==> src/sv/assert_macros.svh <==
// assertion helpers
`ifndef ASSERT_MACROS_SVH
`define ASSERT_MACROS_SVH

`ifndef SYNTH
`define FMOC_ASSERT(lbl, clk, rstn, cond) \
    lbl: assert property (@(posedge clk) disable iff (!rstn) (cond)) \
        else $error("assertion failed");
`define FMOC_ASSERT_IMPL(lbl, clk, rstn, ante, cons) \
    lbl: assert property (@(posedge clk) disable iff (!rstn) (ante) |-> (cons)) \
        else $error("assertion failed");
`else
`define FMOC_ASSERT(lbl, clk, rstn, cond)
`define FMOC_ASSERT_IMPL(lbl, clk, rstn, ante, cons)
`endif

`endif

==> src/sv/fmoc_ram.sv <==
`default_nettype none
module fmoc_ram #(
    parameter int WIDTH = 8,
    parameter int DEPTH = 256,
    localparam int AW = (DEPTH > 1) ? $clog2(DEPTH) : 1
) (
    input  wire logic             clk,
    input  wire logic             we,
    input  wire logic [AW-1:0]    waddr,
    input  wire logic [WIDTH-1:0] wdata,
    input  wire logic [AW-1:0]    raddr,
    output logic      [WIDTH-1:0] rdata
);
    logic [WIDTH-1:0] mem [DEPTH];

    always_ff @(posedge clk)
    begin
        if (we)
        begin
            mem[waddr] <= wdata;
        end
        rdata <= mem[raddr];
    end
endmodule
`default_nettype wire

==> config.mk <==
export PLATFORM = sky130hd
export DESIGN_NAME = fmoc_ram
export DESIGN_NICKNAME = d
export VERILOG_FILES = /design/src/sv/assert_macros.svh /design/src/sv/fmoc_ram.sv
export SDC_FILE = /design/constraint.sdc
export NUM_CORES = 2
export LEC_CHECK = 0
export ABC_CLOCK_PERIOD_IN_PS = 3050
export BUFFER_PORTS_ARGS = -buffer_cell sky130_fd_sc_hd__buf_2
export CELL_PAD_IN_SITES_DETAIL_PLACEMENT = 1
export CELL_PAD_IN_SITES_GLOBAL_PLACEMENT = 1
export CORE_MARGIN = 2
export CORE_UTILIZATION = 40
export CTS_CLUSTER_SIZE = 16
export DETAILED_ROUTE_END_ITERATION = 8
export HOLD_SLACK_MARGIN = 0.12
export PLACE_DENSITY = 0.69
export SLEW_MARGIN = 15
export SYNTH_ARGS = -nofsm -noshare
export SYNTH_HDL_FRONTEND = slang
export SYNTH_SLANG_ARGS = --single-unit
export TNS_END_PERCENT = 1
==> constraint.sdc <==
create_clock -name clk -period 3.05 [get_ports clk]
set_input_delay 0.61 -clock clk [delete_from_list [all_inputs] [get_ports clk]]
set_output_delay 0.61 -clock clk [all_outputs]
set_load 0.1 [all_outputs]
Word-level counts from Yosys, hierarchy flattened --
Memory sizes are Yosys's and may differ from the RTL's. A register that Yosys moved wholly into a read port is not among the register bits. Cells that the tools add are included.
Storage, ports and cells: output and inout port bits 8, word-level logic and storage cells 3, register bits 0, RAM bits 2048, input port bits 26, memories 1
Memory list:
- mem | depth 256, bits a word 8, read ports 1, clocked after memory_dff 1, wr ports 1, RTL line fmoc_ram.sv:14 | logic [WIDTH-1:0] mem [DEPTH];
Operators by class: muxes and demuxes 2
Operators with widths (count):
- 1-bit 2-to-1 mux | 2

Depth between registers and ports, before layout --
word-level depth 2, depth in mapped cells 11, mapped depth without buffers 6

Least setup slack after synthesis --
Ideal clock, no wire load.
path kind input-to-reg, from input port raddr[0], to register rdata[2], read port of mem, path buffers 4, setup time 0.131 ns, cell stages on the path 9, arrival 2.417 ns, setup slack 0.502 ns, cells stage by stage buf_6 buf_12 buf_8 buf_2 mux4_2 a22oi_1 a21oi_1 nor4_1 nor4_2
RTL lines:
- start: declaration | RTL line fmoc_ram.sv:11 | input wire logic [AW-1:0] raddr,
- end: declaration | RTL line fmoc_ram.sv:12 | output logic [WIDTH-1:0] rdata

==> results by group <==
Run status
  – Status: completed

Timing
  – Fin crit share: 95.2%
  – Setup_tns: 0 ns
  – Max Slew Vio Count: 0
  – Clock Skew: 0.0307 ns
  – Worst-margin pin slew: 1.04 ns
  – Minimum hold slack: 0.185 ns
  – Relative slew slack: 29.8%
  – Final setup vio count: 0
  – Highest clock rate: 0.344 GHz
  – Hold Fails Final Rpt: 0
  – Post-route minimum period: 2.90 ns
  – RSZ-0062 raised after global routing: false

Route
  – Vias/cell: 5.78
  – Post-route ant nets: 0
  – Wire length per cell: 30.6 um
  – Initial DRC count: 4816
  – Residual DRC: 0
  – Pre-Repair DR Iteration Count: 5
  – Drt total wl: 220000 um
  – Via Count: 41558

Synth
  – Top-area cell type share of the netlist area: 77.3%
  – Top FF cell, synth: edfxtp_1
  – Post-Synth Adder-Cell Area: 0%
  – Post-synthesis compound-gate area fraction: 3.42%
  – Mux cell area share after synthesis: 14.6%
  – Async SR Flop Fraction: 0%
  – Synth Cell Area: 79600 um^2
  – Area leader, netlist: edfxtp_1
  – Synth Area in Simple Gates: 2.63%
  – Synthesized flop and latch total: 2056
  – Synth warnings: 0
  – Post-synth cell types: 55
  – Area share of xor/xnor cells in the synthesized design: 0%
  – Post-synth EDFFs: 2048
  – Largest family of logic cells by synthesized area: multiplexers
  – Post-Syn Nets: 3759
  – Register area share after synthesis: 77.5%
  – Gate Count Post-Synth: 3733
  – Synth area leaders: edfxtp_1 77%, mux4_2 13%, mux2i_1 1.7%, nor2_1 1.3%, a22oi_1 1.3%
  – Avg Cell Area, Syn: 21.3 um^2

Floorplanning
  – Die ar.: 202000 um^2
  – Chip Height: 450 um
  – I/O Pins: 34
  – Die width: 450 um
  – Starting Density: 40.3%
  – Core Region: 197000 um^2
  – # rows: 163

CTS
  – Clock transition at the registers of the reported paths: 0.07 ns
  – CTS Hold Buffers Added: 1
  – CTS Buffer Depth: 3
  – CTS tree: yes
  – CTS Root Cell: clkbuf_16
  – H-tree levels: 4
  – CTS buffer count: 201
  – Postcts setup bufs: 0
  – Clock Latency Late Sink: 0.84 ns
  – # resized after CTS: 0
  – CTS Sinks: 2056

Critical path
  – Reg2reg setup slack: 0.26 ns
  – Setup crit end kind: register
  – Crit-path max FO: 14
  – FF-to-FF End: rdata[0]
  – CP Data Arrival Time: 3.57 ns
  – R2R cell count: 6
  – Worst path required time: 3.71 ns
  – Critical path class: in -> reg
  – Startpoint types: input pin
  – Reg2Reg Launch Point: mem[101][0]

Power and ir drop
  – VDD IR-drop max: 0.505 mV
  – Switching power of the nets: 12.9 mW
  – Switching part of the total: 21.9%
  – Power Density: 629 nW/um^2
  – Seq pwr share: 52.9%
  – Pleak: 30.1 nW
  – Clk pwr share: 41.3%
  – Logic pwr share: 5.8%
  – Pint: 46.1 mW
  – Total power: 59.1 mW

Global routing
  – Vias in the first global route: 43942
  – Initial antenna violation count: 9
  – GRT overflow: 0
  – All-Layer GR Usage: 21.6%
  – Largest net degree at the start of global routing: 113
  – First-pass GRT wire length: 319000 um

Cells and area
  – Fin cells: 7188
  – Nets@finish: 4406
  – Fin area: 93900 um^2
  – Most frequent cells in the layout: 2048 x edfxtp_1, 570 x buf_4, 454 x mux4_2
  – Fraction of layout cells with a size suffix above 1: 31.5%
  – Synth-to-Final Area Change: 18.1%
  – Commonest non-fill, non-tap cell in the layout: edfxtp_1

Placement
  – Cell Area, Placed: 87500 um^2
  – Final HPWL DP: 142000 um
  – GPL Wtd Cong: 0.843
  – IO Port Bufs: 33
  – DP Cell Count: 6816

Hold path
  – Worst Hold End: mem[79][2]
  – Hold Crit Start: wdata[2]
  – Worst Hold Class: in -> reg
  – Hold-critical path depth: 1

Flow run
  – Max_cap viols: 0
## per-stage QoR
step / utilization [%] / setup slack (ns)
2_1_floorplan: - / 0.502
3_3_place_gp: 44.3 / -1.06
3_5_place_dp: 44.3 / -0.715
4_1_cts: 47.6 / 0.159
5_1_grt: 47.6 / 0.160
6_report: 47.6 / 0.147
## power by group through the flow
stage | clock network, mW | registers (mW) | logic, mW
global placement | 0 | 31.8 | 3.35
floorplan | 0 | 31.9 | 1.51
detailed placement | 0 | 31.8 | 3.43
finish | 24.4 | 31.2 | 3.43
global route | 25.7 | 31.2 | 3.58
CTS | 24.7 | 31.2 | 3.45
## critical path, cell delays in order
cell and delay [ns]:
buf_8 0.20, buf_12 0.22, buf_12 0.19, buf_4 0.16, mux4_2 0.52, mux4_2 0.48
nor2_1 0.10, a2111oi_1 0.06, nor3_1 0.81, nor4_1 0.14
## synth_stat cells, drive strengths merged (8+ instances only)
master / instances
a211oi: 16
a21oi: 96
a221oi: 14
a22o: 8
a22oi: 133
buf: 122
clkbuf: 111
dfxtp: 8
edfxtp: 2048
mux2i: 134
mux4: 456
nand2: 33
nand2b: 8
nand3: 34
nand4: 10
nor2: 282
nor2b: 31
nor3: 22
nor4: 27
o211ai: 10
o21ai: 12
o221ai: 47
o22ai: 28
## logic make-up after synthesis
group | count (synthesis)
flops | 2056
mux | 591
simple gates | 466
compound gates | 385
buf+inv | 235
## area by class of cell
type / instances / area [um^2]
fill: 18204 / 103000
sequential: 2056 / 61700
multi-input combinational: 1442 / 16500
timing repair buffer: 677 / 6040
clock buffer: 248 / 5230
tap: 2640 / 3300
clock inverter: 115 / 1170
antenna: 8 / 20.0
inverter: 2 / 7.51
## sequential cells by signal, summed over array words and instances, names as in the netlist
register	count
rdata	8
mem	2048
## routing by layer
layer / up-vias / track usage, % / wire (um)
met5: - / 0 / 34
met4: 4 / 6.16 / 6350
met3: 335 / 3.20 / 15400
met2: 1748 / 36.6 / 111000
met1: 22491 / 29.1 / 87100
li1: 16980 / - / -
## worst max-delay path by stage
stage / from / endpoint / slack, ns / cells after the start
after floorplan: raddr[0] / rdata[2] / 0.50 / 9
after global placement: raddr[0] / rdata[2] / -1.06 / 9
after detailed placement: raddr[0] / rdata[1] / -0.72 / 10
after CTS: raddr[0] / rdata[4] / 0.16 / 10
after global routing: raddr[0] / rdata[1] / 0.16 / 10
final: raddr[0] / rdata[4] / 0.15 / 10
Note: power is estimated with default switching activity, not from simulation.
