`src/sv/assert_macros.svh`:
```
// assertion helpers
`ifndef ASSERT_MACROS_SVH
`define ASSERT_MACROS_SVH

`ifndef SYNTH
`define FMOC_ASSERT(lbl, clk, rstn, cond) \
    lbl: assert property (@(posedge clk) disable iff (!rstn) (cond)) \
        else $error("assertion failed");
`define FMOC_ASSERT_IMPL(lbl, clk, rstn, ante, cons) \
    lbl: assert property (@(posedge clk) disable iff (!rstn) (ante) |-> (cons)) \
        else $error("assertion failed");
`else
`define FMOC_ASSERT(lbl, clk, rstn, cond)
`define FMOC_ASSERT_IMPL(lbl, clk, rstn, ante, cons)
`endif

`endif

```
`src/sv/fmoc_blkdiv.sv`:
```
`default_nettype none
module fmoc_blkdiv #(
    parameter int LEN_W = 17,
    parameter int BLOCK_LEN = 64,
    localparam int BO_W = $clog2(BLOCK_LEN)
) (
    input  wire logic             clk,
    input  wire logic             rst_n,
    input  wire logic             start,
    input  wire logic [LEN_W-1:0] dividend,
    output logic                  done,
    output logic      [LEN_W-1:0] quot,
    output logic      [BO_W-1:0]  rem
);
    localparam int SH  = LEN_W + BO_W;
    localparam int M_W = LEN_W + 2;
    localparam int P_W = LEN_W + M_W;
    localparam logic [63:0] RECIP_L = ((64'd1 << SH) + 64'(BLOCK_LEN - 1)) / 64'(BLOCK_LEN);
    localparam logic [M_W-1:0] RECIP = M_W'(RECIP_L);

    logic             s1_reg, s1_next;
    logic             done_reg, done_next;
    logic [P_W-1:0]   prod_reg, prod_next;
    logic [LEN_W-1:0] dvd_reg, dvd_next;
    logic [LEN_W-1:0] quot_reg, quot_next;
    logic [BO_W-1:0]  rem_reg, rem_next;
    logic [LEN_W-1:0] quot_c;
    logic [LEN_W-1:0] back_c;

    // quotient by reciprocal multiplication, remainder by multiplying back
    always_comb
    begin
        quot_c    = LEN_W'(prod_reg >> SH);
        back_c    = LEN_W'(quot_c * LEN_W'(BLOCK_LEN));
        s1_next   = start;
        done_next = s1_reg;
        prod_next = prod_reg;
        dvd_next  = dvd_reg;
        quot_next = quot_reg;
        rem_next  = rem_reg;
        if (start)
        begin
            prod_next = P_W'(dividend) * P_W'(RECIP);
            dvd_next  = dividend;
        end
        if (s1_reg)
        begin
            quot_next = quot_c;
            rem_next  = BO_W'(dvd_reg - back_c);
        end
    end

    always_ff @(posedge clk or negedge rst_n)
    begin
        if (!rst_n)
        begin
            s1_reg   <= 1'b0;
            done_reg <= 1'b0;
            prod_reg <= '0;
            dvd_reg  <= '0;
            quot_reg <= '0;
            rem_reg  <= '0;
        end else
        begin
            s1_reg   <= s1_next;
            done_reg <= done_next;
            prod_reg <= prod_next;
            dvd_reg  <= dvd_next;
            quot_reg <= quot_next;
            rem_reg  <= rem_next;
        end
    end

    assign done = done_reg;
    assign quot = quot_reg;
    assign rem  = rem_reg;
endmodule
`default_nettype wire

```
`config.mk`:
```
export PLATFORM = sky130hd
export DESIGN_NAME = fmoc_blkdiv
export DESIGN_NICKNAME = d
export VERILOG_FILES = /design/src/sv/assert_macros.svh /design/src/sv/fmoc_blkdiv.sv
export SDC_FILE = /design/constraint.sdc
export NUM_CORES = 1
export LEC_CHECK = 0
export BUFFER_PORTS_ARGS = -buffer_cell sky130_fd_sc_hd__clkbuf_2
export CORE_ASPECT_RATIO = 0.75
export CORE_MARGIN = 2
export CORE_UTILIZATION = 36
export CTS_BUF_LIST = sky130_fd_sc_hd__clkbuf_8
export DETAILED_ROUTE_END_ITERATION = 16
export SYNTH_ARGS = -nofsm -noshare
export SYNTH_HDL_FRONTEND = slang
export SYNTH_SLANG_ARGS = --single-unit
export TNS_END_PERCENT = 50
```
`constraint.sdc`:
```
create_clock -name clk -period 2.9 [get_ports clk]
set_clock_uncertainty 0.15 [all_clocks]
set_input_delay 0.58 -clock clk [delete_from_list [all_inputs] [get_ports clk]]
set_output_delay 0.58 -clock clk [all_outputs]
set_load 0.05 [all_outputs]
```
* Word level (Yosys, flattened, before mapping) *
Cells that the tools add are included.

storage, ports and cells
  logic and storage cells = 6
  bits of input ports = 20
  register bits after elaboration = 36

operators by class
  add/sub/neg operators = 1

operators with widths
  cell                                               number
  subtractor 6 x 1 -> 6 bit (second input constant)  1

* Depth between registers and ports, before layout *
Gate-level depths: netlist of the first run.

  depth after elaboration = 1
  depth in mapped cells = 3

* Worst setup path after synthesis of the first run *
No wires, ideal clock.

  path type = in2reg
  start point = input start
  end point = register dvd_reg[10] (netlist name)
  stages on the path = 3
  setup slack = 1.505 ns
  data arrival time = 1.120 ns
  data required time = 2.625 ns
  cell sequence = buf_6 -> buf_12 -> mux2_4

RTL lines
  element          RTL line          text
  start, declared  fmoc_blkdiv.sv:9  input wire logic start,

* Worst setup path in the final report of the first run *
  start point = register s1_reg (netlist: done_next)
  end point = register quot_reg[0] (netlist: quot[0])

RTL lines
  element                 RTL line           text
  start, declared         fmoc_blkdiv.sv:21  logic s1_reg, s1_next;
  start signal, assigned  fmoc_blkdiv.sv:65  s1_reg <= s1_next;
  end signal, assigned    fmoc_blkdiv.sv:69  quot_reg <= quot_next;
  end, declared           fmoc_blkdiv.sv:25  logic [LEN_W-1:0] quot_reg, quot_next;

No word-level cell between the ends.

==> impl_metrics.sql, run 1 <==
INSERT INTO impl_metrics (metric_group, metric, value, unit) VALUES
('logic_synthesis', 'postSynthCellCount', '81', ''),
('cells_and_area', 'syn_to_final_growth', '17.5', '%'),
('grt', 'residual_overflow_from_global_routing', '0', ''),
('grt', 'antenna_found_initial', '0', ''),
('power', 'power_leakage', '0.865', 'nW'),
('place', 'placedCellCount', '168', ''),
('status', 'run_status', 'completed', ''),
('critical_path', 'critical_path_buf_inv_count', '0', ''),
('cts', 'cts.root.buffer_cell', 'sky130_fd_sc_hd__clkbuf_8', ''),
('critical_path', 'path_class', 'flop to flop', ''),
('die', 'die_area', '4620', 'µm²'),
('place', 'dpl.hpwl', '1.55', 'mm'),
('logic_synthesis', 'mappedNetlistArea', '1470', 'µm²'),
('cells_and_area', 'nNetsFinal', '140', ''),
('cells_and_area', 'number_of_standard_cells_in_the_layout_taps_in_and_fillers_out', '176', ''),
('critical_path', 'crit_path_max_fanout', '18', ''),
('cells_and_area', 'filler_cell_count', '373', ''),
('cts', 'clkSinkCount', '36', ''),
('critical_path', 'path_cells', 'mux2_2', ''),
('route', 'route.top_layer_used', 'met4', ''),
('route', 'number_of_remaining_drc_errors', '0', ''),
('grt', 'wire_length_of_the_first_global_routing_pass', '3.79', 'mm'),
('route', 'vias', '736', ''),
('die', 'start_util', '0.369', ''),
('power', 'cellPowerDensity', '722', 'nW/µm²'),
('critical_path', 'critical_path_endpoint_category', 'flop', ''),
('route', 'route.antenna.remaining_nets', '0', ''),
('logic_synthesis', 'ys_types', '7', ''),
('die', 'dieWidth', '77.8', 'µm'),
('route', 'dr.first_iter.drc_count', '37', ''),
('logic_synthesis', 'synth_seq_area_share', '0.613', ''),
('critical_path', 'critical_path.startpoint_type', 'flop', ''),
('sta', 'fin_worst_hold_slack', '0.256', 'ns'),
('critical_path', 'r2r_start', 'done_next$_DFF_PN0_', ''),
('sta', 'min_period', '1.66', 'ns'),
('cells_and_area', 'largest_register_ffs', '17', ''),
('sta', 'achievable-frequency', '603', 'MHz'),
('sta', 'timing.final.crit_share', '0.572', ''),
('logic_synthesis', 'synth-seq-cells', '36', ''),
('die', 'rows', '20', ''),
('critical_path', 'crit_path_top_delay_cell', 'sky130_fd_sc_hd__dfrtp_1', ''),
('place', 'gp_routability_congestion', '0.622', ''),
('cts', 'hold_buffers', '0', ''),
('cells_and_area', 'fraction_of_layout_cells_with_a_size_suffix_above_1', '0.653', ''),
('cts', 'cts_repair_resize_count', '0', ''),
('worst_hold_path', 'min_path_type', 'input pin to async pin', ''),
('place', 'place_ws', '1.18', 'ns'),
('route', 'met1Wirelength', '1.08', 'mm'),
('sta', 'setup_viol', '0', ''),
('sta', 'timing.final.max_slew_violations', '0', ''),
('cells_and_area', 'layout.area.seq', '901', 'µm²'),
('critical_path', 'timing.reg2reg.worst_path_depth', '1', ''),
('die', 'chip_height', '59.3', 'µm'),
('route', 'route.detailed.wl_per_inst', '12.8', 'µm'),
('route', 'detailedRoute.firstPassIterationCount', '4', ''),
('grt', 'grt.total_usage', '0.111', ''),
('route', 'drt_wl_total', '2.26', 'mm'),
('sta', 'timing_hold_violations_final', '0', ''),
('power', 'power_consumption', '1.25', 'mW'),
('critical_path', 'rrSetupSlack', '1.24', 'ns'),
('run', 'maxCapViolCount', '0', ''),
('critical_path', 'critical_path_required', '2.91', 'ns'),
('grt', 'first_global_vias', '808', ''),
('route', 'routed-wl-met3', '127', 'µm'),
('sta', 'setup_tns', '0', 'ns'),
('logic_synthesis', 'synth_area_per_cell', '18.2', 'µm²'),
('cells_and_area', 'ant_diodes', '0', ''),
('cts', 'cts.repair_timing.setup_buffer_count', '0', ''),
('die', 'io_pins', '44', ''),
('cts', 'tritoncts', 'yes', ''),
('place', 'io_buffers', '37', '');
## area by class of cell
class | instances | area share
clock buffers | 6 | 0.0478
clock inverters | 2 | 0.00579
multi-input cells | 40 | 0.278
flip-flops and latches | 36 | 0.521
well taps | 55 | 0.0398
repair buffers | 37 | 0.107
## kinds of logic (layout without fill, tap and decap cells)
| family | after synthesis | after routing | share of synthesized area |
|---|---|---|---|
| buffers and inverters | 10 | 45 | 0.0732 |
| other | 1 | 6 | 0.00255 |
| muxes | 34 | 34 | 0.311 |
| DFF | 36 | 36 | 0.613 |
## through the flow
| step | utilization | cell area, µm² |
|---|---|---|
| floorplan | - | 1490 |
| global placement | 0.411 | 1640 |
| detailed placement | 0.411 | 1640 |
| CTS | 0.434 | 1730 |
| global route | 0.434 | 1730 |
| finish | 0.434 | 1730 |
## worst max-delay path by stage
stage                              from                       to  cells past startpoint
floorplan                         start  dvd_reg[10]$_DFFE_PN0P_                      3
CTS                 done_next$_DFF_PN0_      quot[0]$_DFFE_PN0P_                      1
detailed placement                start   dvd_reg[2]$_DFFE_PN0P_                      2
finish              done_next$_DFF_PN0_      quot[0]$_DFFE_PN0P_                      1
global placement                  start  dvd_reg[14]$_DFFE_PN0P_                      2
global route        done_next$_DFF_PN0_      quot[3]$_DFFE_PN0P_                      1
## power by group
| group | internal, mW | switching [mW] | leakage, nW | total, mW |
|---|---|---|---|---|
| Sequential | 0.563 | 0.0381 | 0.421 | 0.601 |
| Clock | 0.189 | 0.161 | 0.0510 | 0.350 |
| Combinational | 0.103 | 0.194 | 0.393 | 0.298 |
## per-layer routing
| metal | global-route usage | vias to the layer above |
|---|---|---|
| met5 | 0 | - |
| met4 | 0.0306 | 0 |
| met3 | 0.0473 | 2 |
| met2 | 0.177 | 25 |
| met1 | 0.141 | 368 |
| li1 | - | 341 |
## placed cells by master (no fill, tap or decap), drive strengths merged
master	n
conb	6
clkinv	2
clkbuf	43
dfrtp	36
mux2	34
## cell usage after synthesis
library cell	count	area [µm²]
sky130_fd_sc_hd__dfrtp_1	36	901
sky130_fd_sc_hd__mux2_2	14	158
sky130_fd_sc_hd__mux2_4	20	300
sky130_fd_sc_hd__buf_4	6	45.0
sky130_fd_sc_hd__buf_12	2	40.0
sky130_fd_sc_hd__buf_6	2	22.5
sky130_fd_sc_hd__conb_1	1	3.75
No activity file was read; power rests on OpenSTA's default activity.
==> run 2, diff against run 1 <==
--- a/config.mk
+++ b/config.mk
@@ -5,6 +5,7 @@
 export SDC_FILE = /design/constraint.sdc
 export NUM_CORES = 1
 export LEC_CHECK = 0
+export ABC_AREA = 1
 export BUFFER_PORTS_ARGS = -buffer_cell sky130_fd_sc_hd__clkbuf_2
 export CORE_ASPECT_RATIO = 0.75
 export CORE_MARGIN = 2
==> constraint.sdc (replaced) <==
create_clock -name clk -period 1.4 [get_ports clk]
set_clock_uncertainty 0.15 [all_clocks]
set_input_delay 0.28 -clock clk [delete_from_list [all_inputs] [get_ports clk]]
set_output_delay 0.28 -clock clk [all_outputs]
set_load 0.05 [all_outputs]
==> run 2 against run 1 <==
Design area shrank 1.4%. Register-to-register slack lost 0.86 ns. Routed wire length grew 20%. Synthesized cell count grew 89%. First-iteration DRC count grew to 2.5 times the previous value. Sequential share of layout area grew 0.73 points. Die area shrank 3.4%. Worst setup slack lost 1.2 ns. Combinational power grew 62%. Total power grew 88%. Synthesized area shrank 3.6%. Critical path type is now flop to output port.
==> impl_metrics.sql, run 2 <==
INSERT INTO impl_metrics (metric_group, metric, value, unit) VALUES
('status', 'run_status', 'completed', ''),
('route', 'vias', '1028', ''),
('place', 'place_ws', '0.257', 'ns'),
('sta', 'rsz0062_at_grt', 'false', ''),
('cts', 'numCtsBuffers', '5', ''),
('die', 'coreArea', '3710', 'µm²'),
('critical_path', 'worst_ep_arrival_time', '0.93', 'ns'),
('critical_path', 'critical_path_endpoint_category', 'output port', ''),
('logic_synthesis', 'synth_enable_flop_cells', '0', ''),
('critical_path', 'cpPeakStageDelay', '0.36', 'ns'),
('logic_synthesis', 'postSynthCellCount', '153', ''),
('critical_path', 'path_class', 'flop to output port', ''),
('worst_hold_path', 'min_path_type', 'input pin to flop', ''),
('sta', 'min_period', '1.36', 'ns'),
('cts', 'clkSinkCount', '36', ''),
('route', 'detailedRoute.firstPassIterationCount', '4', ''),
('die', 'die_area', '4460', 'µm²'),
('worst_hold_path', 'origin_of_the_worst_min_delay_path', 'dividend[16]', ''),
('power', 'power_leakage', '0.994', 'nW'),
('logic_synthesis', 'ys_top_cells_by_count', 'sky130_fd_sc_hd__nand2_1 (102), sky130_fd_sc_hd__dfrtp_1 (36), sky130_fd_sc_hd__buf_4 (6), sky130_fd_sc_hd__buf_6 (6), sky130_fd_sc_hd__inv_6 (2)', ''),
('cells_and_area', 'ant_diodes', '0', ''),
('power', 'worst_ir_drop_vdd', '0.472', 'mV'),
('sta', 'setup_viol', '0', ''),
('die', 'chip_height', '58.3', 'µm'),
('cells_and_area', 'final_cell_mix', 'sky130_fd_sc_hd__nand2_1 (102), sky130_fd_sc_hd__dfrtp_1 (36), sky130_fd_sc_hd__clkbuf_2 (36)', ''),
('route', 'drt_wl_total', '2.72', 'mm'),
('grt', 'residual_overflow_from_global_routing', '0', ''),
('place', 'gp_routability_congestion', '0.695', ''),
('logic_synthesis', 'synth_seq_area_share', '0.635', ''),
('cells_and_area', 'syn_to_final_growth', '20.2', '%'),
('critical_path', 'crit_path_max_fanout', '2', ''),
('cts', 'clk-insertion-delay-late', '0.28', 'ns'),
('cts', 'cts.root.buffer_cell', 'sky130_fd_sc_hd__clkbuf_8', ''),
('grt', 'antenna_found_initial', '0', ''),
('cts', 'tritoncts', 'yes', ''),
('die', 'dieWidth', '76.5', 'µm'),
('logic_synthesis', 'synth-seq-cells', '36', ''),
('route', 'number_of_remaining_drc_errors', '0', ''),
('cells_and_area', 'fraction_of_layout_cells_with_a_size_suffix_above_1', '0.251', ''),
('critical_path', 'path_cells', 'clkbuf_2', ''),
('die', 'rows', '19', ''),
('grt', 'wire_length_of_the_first_global_routing_pass', '4.68', 'mm'),
('sta', 'timing_hold_violations_final', '0', ''),
('cts', 'clock_path_buffers', '2', ''),
('die', 'io_pins', '44', ''),
('critical_path', 'path_delay_family', 'flip-flops', ''),
('critical_path', 'rrSetupSlack', '0.38', 'ns'),
('route', 'route.detailed.wl_per_inst', '11.0', 'µm'),
('logic_synthesis', 'proportion_of_netlist_area_held_by_the_largest_area_contributor', '0.635', ''),
('logic_synthesis', 'ys_types', '6', ''),
('sta', 'achievable-frequency', '738', 'MHz'),
('sta', 'timing.final.crit_share', '0.968', ''),
('grt', 'first_global_vias', '1007', ''),
('logic_synthesis', 'post_synth_main_area_contributors', 'sky130_fd_sc_hd__dfrtp_1 (64%), sky130_fd_sc_hd__nand2_1 (27%), sky130_fd_sc_hd__buf_6 (4.8%)', ''),
('logic_synthesis', 'mappedNetlistArea', '1420', 'µm²'),
('critical_path', 'worstReg2RegEnd', 'quot[9]$_DFFE_PN0P_', ''),
('logic_synthesis', 'synth_warnings', '0', ''),
('sta', 'timing.final.max_slew_violations', '0', ''),
('cts', 'cts_max_level', '2', ''),
('place', 'dpl.hpwl', '1.91', 'mm'),
('sta', 'setup_slack', '0.0443', 'ns'),
('critical_path', 'critical_path.startpoint_type', 'flop', ''),
('critical_path', 'critical_path_required', '0.97', 'ns'),
('cells_and_area', 'nNetsFinal', '215', ''),
('critical_path', 'timing.reg2reg.worst_path_depth', '3', ''),
('critical_path', 'r2r_start', 'done_next$_DFF_PN0_', ''),
('place', 'post_dp_cell_area', '1620', 'µm²'),
('cells_and_area', 'final_cell_area', '1700', 'µm²'),
('cts', 'cts.clk_slew.worst_paths', '0.07', 'ns'),
('worst_hold_path', 'worst_hold_path.endpoint', 'dvd_reg[16]$_DFFE_PN0P_', ''),
('cts', 'cts.repair_timing.setup_buffer_count', '0', ''),
('logic_synthesis', 'yosys.cell_count.top_type', 'sky130_fd_sc_hd__nand2_1', ''),
('logic_synthesis', 'synth_area_per_cell', '9.27', 'µm²'),
('worst_hold_path', 'worst_hold_path.num_cells', '3', ''),
('logic_synthesis', 'postSynth.asyncResetShare', '1.00', ''),
('route', 'dr.first_iter.drc_count', '93', ''),
('route', 'avgViaCountPerCell', '4.16', ''),
('sta', 'setup_tns', '0', 'ns'),
('cells_and_area', 'final_common_cell', 'sky130_fd_sc_hd__nand2_1', ''),
('critical_path', 'crit_path_top_delay_cell', 'sky130_fd_sc_hd__dfrtp_1', ''),
('power', 'cellPowerDensity', '1380', 'nW/µm²'),
('logic_synthesis', 'yosys.area.top_type', 'sky130_fd_sc_hd__dfrtp_1', ''),
('power', 'power_consumption', '2.35', 'mW'),
('die', 'start_util', '0.382', ''),
('run', 'maxCapViolCount', '0', ''),
('grt', 'grt_start_max_net_pins', '37', ''),
('route', 'route.antenna.remaining_nets', '0', ''),
('logic_synthesis', 'most_instantiated_flip_flop_cell_in_the_synthesis_netlist', 'sky130_fd_sc_hd__dfrtp_1', ''),
('grt', 'grt.total_usage', '0.140', ''),
('critical_path', 'critical_path_buf_inv_count', '1', ''),
('cells_and_area', 'largest_register_ffs', '17', ''),
('place', 'io_buffers', '37', '');
[run 2: changes by cell type after synthesis, sizes merged]
cell,previous run,this run
mux2,34,0
inv,0,2
nand2,0,102
buf,10,12
[run 2: per-layer routing]
| layer | global-route usage | vias to the layer above | wire length, µm |
|---|---|---|---|
| met1 | 0.175 | 467 | 1290 |
| met3 | 0.0429 | 7 | 146 |
| li1 | - | 526 | - |
| met2 | 0.219 | 28 | 1200 |
| met5 | 0 | - | 0 |
| met4 | 0.0857 | 0 | 76 |
[run 2: worst max path at each step]
stage,start,endpoint,slack [ns],cells past startpoint
2_1_floorplan,quot[0]$_DFFE_PN0P_,quot[0],0.37,0
3_3_place_gp,start,dvd_reg[0]$_DFFE_PN0P_,0.30,4
3_5_place_dp,start,dvd_reg[0]$_DFFE_PN0P_,0.26,4
4_1_cts,quot[8]$_DFFE_PN0P_,quot[8],0.03,1
5_1_grt,quot[0]$_DFFE_PN0P_,quot[0],0.005,1
6_report,quot[0]$_DFFE_PN0P_,quot[0],0.04,1
[run 2: kinds of logic (layout without fill, tap and decap cells)]
kind of cell | count (synthesis) | after routing | synth area share
other cells | 1 | 6 | 0.00265
buf+inv | 14 | 51 | 0.0918
simple gates | 102 | 102 | 0.270
flops | 36 | 36 | 0.635
[run 2: power by group]
group | leakage (nW) | internal, mW | switching, mW
sequential | 0.443 | 1.14 | 0.0553
combinational | 0.506 | 0.113 | 0.370
clock | 0.0452 | 0.330 | 0.342
[run 2: area by class of cell]
type | instances | area, µm²
multi-input cells | 108 | 405
fillers | 389 | 2000
flip-flops and latches | 36 | 901
inverters | 2 | 17.5
well taps | 52 | 65.1
repair buffers | 42 | 238
clock inverters | 2 | 8.76
clock buffers | 5 | 68.8
[run 2: metrics by stage]
stage	hold slack (ns)	std cells	util
CTS	0.0423	247	0.460
global placement	0.110	239	0.436
global route	0.0421	247	0.460
floorplan	-0.166	158	-
finish	0.0453	247	0.460
detailed placement	0.110	239	0.436
[run 2: repair_timing]
item | CTS | global route
endpoints found under the setup margin | 0 | 1
gates resized for setup | 0 | 1
hold endpoints to repair | 36 | 0
hold buffers | 1 | 0
==> run 3, diff against run 2 <==
==> constraint.sdc (replaced) <==
create_clock -name clk -period 1.4 [get_ports clk]
set_clock_uncertainty 0.15 [all_clocks]
set_input_delay 0.07 -clock clk [delete_from_list [all_inputs] [get_ports clk]]
set_output_delay 0.07 -clock clk [all_outputs]
set_load 0.05 [all_outputs]
==> run 3 against run 2 <==
Routed wire length up 10%. Total power rose by 3.6%. Largest cell class unchanged. Largest power group unchanged. Highest routed layer unchanged. Flip-flop and latch count unchanged.
==> impl_metrics.sql, run 3 (synthesis results as in run 2) <==
INSERT INTO impl_metrics (metric_group, metric, value, unit) VALUES
('status', 'run_status', 'completed', ''),
('route', 'routed-wl-met3', '155', 'µm'),
('power', 'cellPowerDensity', '1310', 'nW/µm²'),
('grt', 'grt_start_max_net_pins', '37', ''),
('critical_path', 'critical_path_buf_inv_count', '1', ''),
('critical_path', 'path_delay_family', 'flip-flops', ''),
('route', 'detailedRoute.firstPassIterationCount', '4', ''),
('die', 'io_pins', '44', ''),
('grt', 'antenna_found_initial', '0', ''),
('power', 'worst_ir_drop_vdd', '0.520', 'mV'),
('sta', 'timing.final.crit_share', '0.827', ''),
('cts', 'clock_path_buffers', '2', ''),
('critical_path', 'crit_path_max_fanout', '12', ''),
('die', 'die_area', '4460', 'µm²'),
('grt', 'grt.total_usage', '0.150', ''),
('die', 'rows', '19', ''),
('sta', 'timing_hold_violations_final', '0', ''),
('cts', 'cts_max_level', '2', ''),
('die', 'coreArea', '3710', 'µm²'),
('route', 'route.antenna.remaining_nets', '0', ''),
('cells_and_area', 'final_cell_mix', 'sky130_fd_sc_hd__nand2_1 (102), sky130_fd_sc_hd__clkbuf_2 (37), sky130_fd_sc_hd__dfrtp_1 (36)', ''),
('route', 'avgViaCountPerCell', '4.20', ''),
('route', 'vias', '1108', ''),
('critical_path', 'path_cells', 'buf_4 > nand2_1 > nand2_1', ''),
('place', 'gp_routability_congestion', '0.855', ''),
('grt', 'first_global_vias', '1091', ''),
('cts', 'numCtsBuffers', '5', ''),
('critical_path', 'crit_path_top_delay_cell', 'sky130_fd_sc_hd__dfrtp_1', ''),
('cells_and_area', 'nNetsFinal', '231', ''),
('worst_hold_path', 'min_path_type', 'input pin to flop', ''),
('cts', 'clkSinkCount', '36', ''),
('place', 'io_buffers', '37', ''),
('place', 'dpl.hpwl', '1.85', 'mm'),
('cells_and_area', 'ant_diodes', '0', ''),
('die', 'start_util', '0.382', ''),
('critical_path', 'critical_path_required', '1.47', 'ns'),
('cells_and_area', 'number_of_standard_cells_in_the_layout_taps_in_and_fillers_out', '264', ''),
('worst_hold_path', 'worst_hold_path.num_cells', '3', ''),
('die', 'chip_height', '58.3', 'µm'),
('route', 'number_of_remaining_drc_errors', '0', ''),
('cts', 'cts.root.buffer_cell', 'sky130_fd_sc_hd__clkbuf_8', ''),
('power', 'power_consumption', '2.44', 'mW'),
('cts', 'tritoncts', 'yes', ''),
('route', 'route.detailed.wl_per_inst', '11.3', 'µm'),
('critical_path', 'critical_path_depth', '3', ''),
('sta', 'fin_worst_hold_slack', '0.0327', 'ns'),
('critical_path', 'cpPeakStageDelay', '0.54', 'ns'),
('route', 'dr.first_iter.drc_count', '65', ''),
('die', 'dieWidth', '76.5', 'µm'),
('grt', 'wire_length_of_the_first_global_routing_pass', '5.00', 'mm'),
('critical_path', 'worst_ep_arrival_time', '1.23', 'ns'),
('route', 'drt_wl_total', '2.99', 'mm'),
('cells_and_area', 'largest_register_ffs', '17', ''),
('run', 'maxCapViolCount', '0', ''),
('cts', 'cts.repair_timing.setup_buffer_count', '0', ''),
('cts', 'cts.clk_slew.worst_paths', '0.07', 'ns'),
('sta', 'setup_tns', '0', 'ns'),
('cts', 'clk-insertion-delay-late', '0.28', 'ns'),
('cells_and_area', 'final_common_cell', 'sky130_fd_sc_hd__nand2_1', ''),
('sta', 'min_period', '1.16', 'ns'),
('sta', 'rsz0062_at_grt', 'false', ''),
('sta', 'achievable-frequency', '864', 'MHz'),
('sta', 'setup_viol', '0', ''),
('route', 'route.met2.wl', '1.42', 'mm'),
('route', 'met1Wirelength', '1.32', 'mm'),
('critical_path', 'path_common_cell', 'sky130_fd_sc_hd__nand2_1', ''),
('cells_and_area', 'fraction_of_layout_cells_with_a_size_suffix_above_1', '0.226', ''),
('sta', 'timing.final.max_slew_violations', '0', ''),
('critical_path', 'timing.reg2reg.worst_path_depth', '3', ''),
('cells_and_area', 'syn_to_final_growth', '31.7', '%'),
('place', 'placedCellCount', '238', ''),
('critical_path', 'critical_path.startpoint_type', 'flop', ''),
('route', 'route.top_layer_used', 'met4', ''),
('grt', 'residual_overflow_from_global_routing', '0', ''),
('critical_path', 'path_class', 'flop to flop', ''),
('power', 'power_leakage', '1.06', 'nW'),
('critical_path', 'critical_path_endpoint_category', 'flop', '');
## run 3: cell count changes in the layout (fill, tap and decap cells not counted), sizes merged
| cell | before | now |
|---|---|---|
| dlygate4sd3 | 1 | 18 |
| clkbuf | 41 | 43 |
| clkinv | 1 | 0 |
| buf | 5 | 3 |
| inv | 3 | 4 |
## run 3: through the flow
| stage | worst slack (ns) | utilization | cell area (µm²) |
|---|---|---|---|
| final | 0.242 | 0.503 | 1870 |
| after global routing | 0.170 | 0.503 | 1870 |
| after CTS | 0.240 | 0.503 | 1870 |
| after detailed placement | 0.262 | 0.430 | 1600 |
| after global placement | 0.309 | 0.430 | 1600 |
| after floorplan | 0.404 | - | 1440 |
## run 3: power breakdown
part,internal [mW],leakage [nW],switching (mW)
registers,1.14,0.443,0.0598
logic,0.137,0.568,0.373
clock network,0.386,0.0538,0.339
## run 3: worst paths after layout
| kind | start | endpoint | slack, ns |
|---|---|---|---|
| max | done_next$_DFF_PN0_ | rem[3]$_DFFE_PN0P_ | 0.24 |
| min | start | dvd_reg[1]$_DFFE_PN0P_ | 0.03 |
| max reg2reg | done_next$_DFF_PN0_ | rem[3]$_DFFE_PN0P_ | 0.24 |
| min reg2reg | quot[6]$_DFFE_PN0P_ | quot[6]$_DFFE_PN0P_ | 0.32 |
| max in group asynchronous | rst_n | dvd_reg[13]$_DFFE_PN0P_ | 0.54 |
| min in group asynchronous | rst_n | dvd_reg[6]$_DFFE_PN0P_ | 0.23 |
## run 3: repair_timing
| action | CTS | global route |
|---|---|---|
| hold endpoints to repair | 53 | 0 |
| hold buffers | 18 | 0 |
| gates resized for setup | 0 | 0 |
## run 3: area by class of cell
cell class                 instances  area (µm²)
fill                             357        1840
sequential                        36         901
multi-input combinational        108         405
timing repair buffer              58         388
clock buffer                       6        82.6
tap                               52        65.1
inverter                           2        17.5
clock inverter                     2        7.51
## run 3: worst register-to-register path, stage by stage (launching register included)
cell and delay (ns):
sky130_fd_sc_hd__dfrtp_1 0.54, sky130_fd_sc_hd__buf_4 0.25, sky130_fd_sc_hd__nand2_1 0.10, sky130_fd_sc_hd__nand2_1 0.07
## run 3: metal layers
metal / vias to the layer above / global-route usage
li1: 561 / -
met1: 507 / 0.185
met2: 30 / 0.244
met3: 10 / 0.0322
met4: 0 / 0.101
met5: - / 0
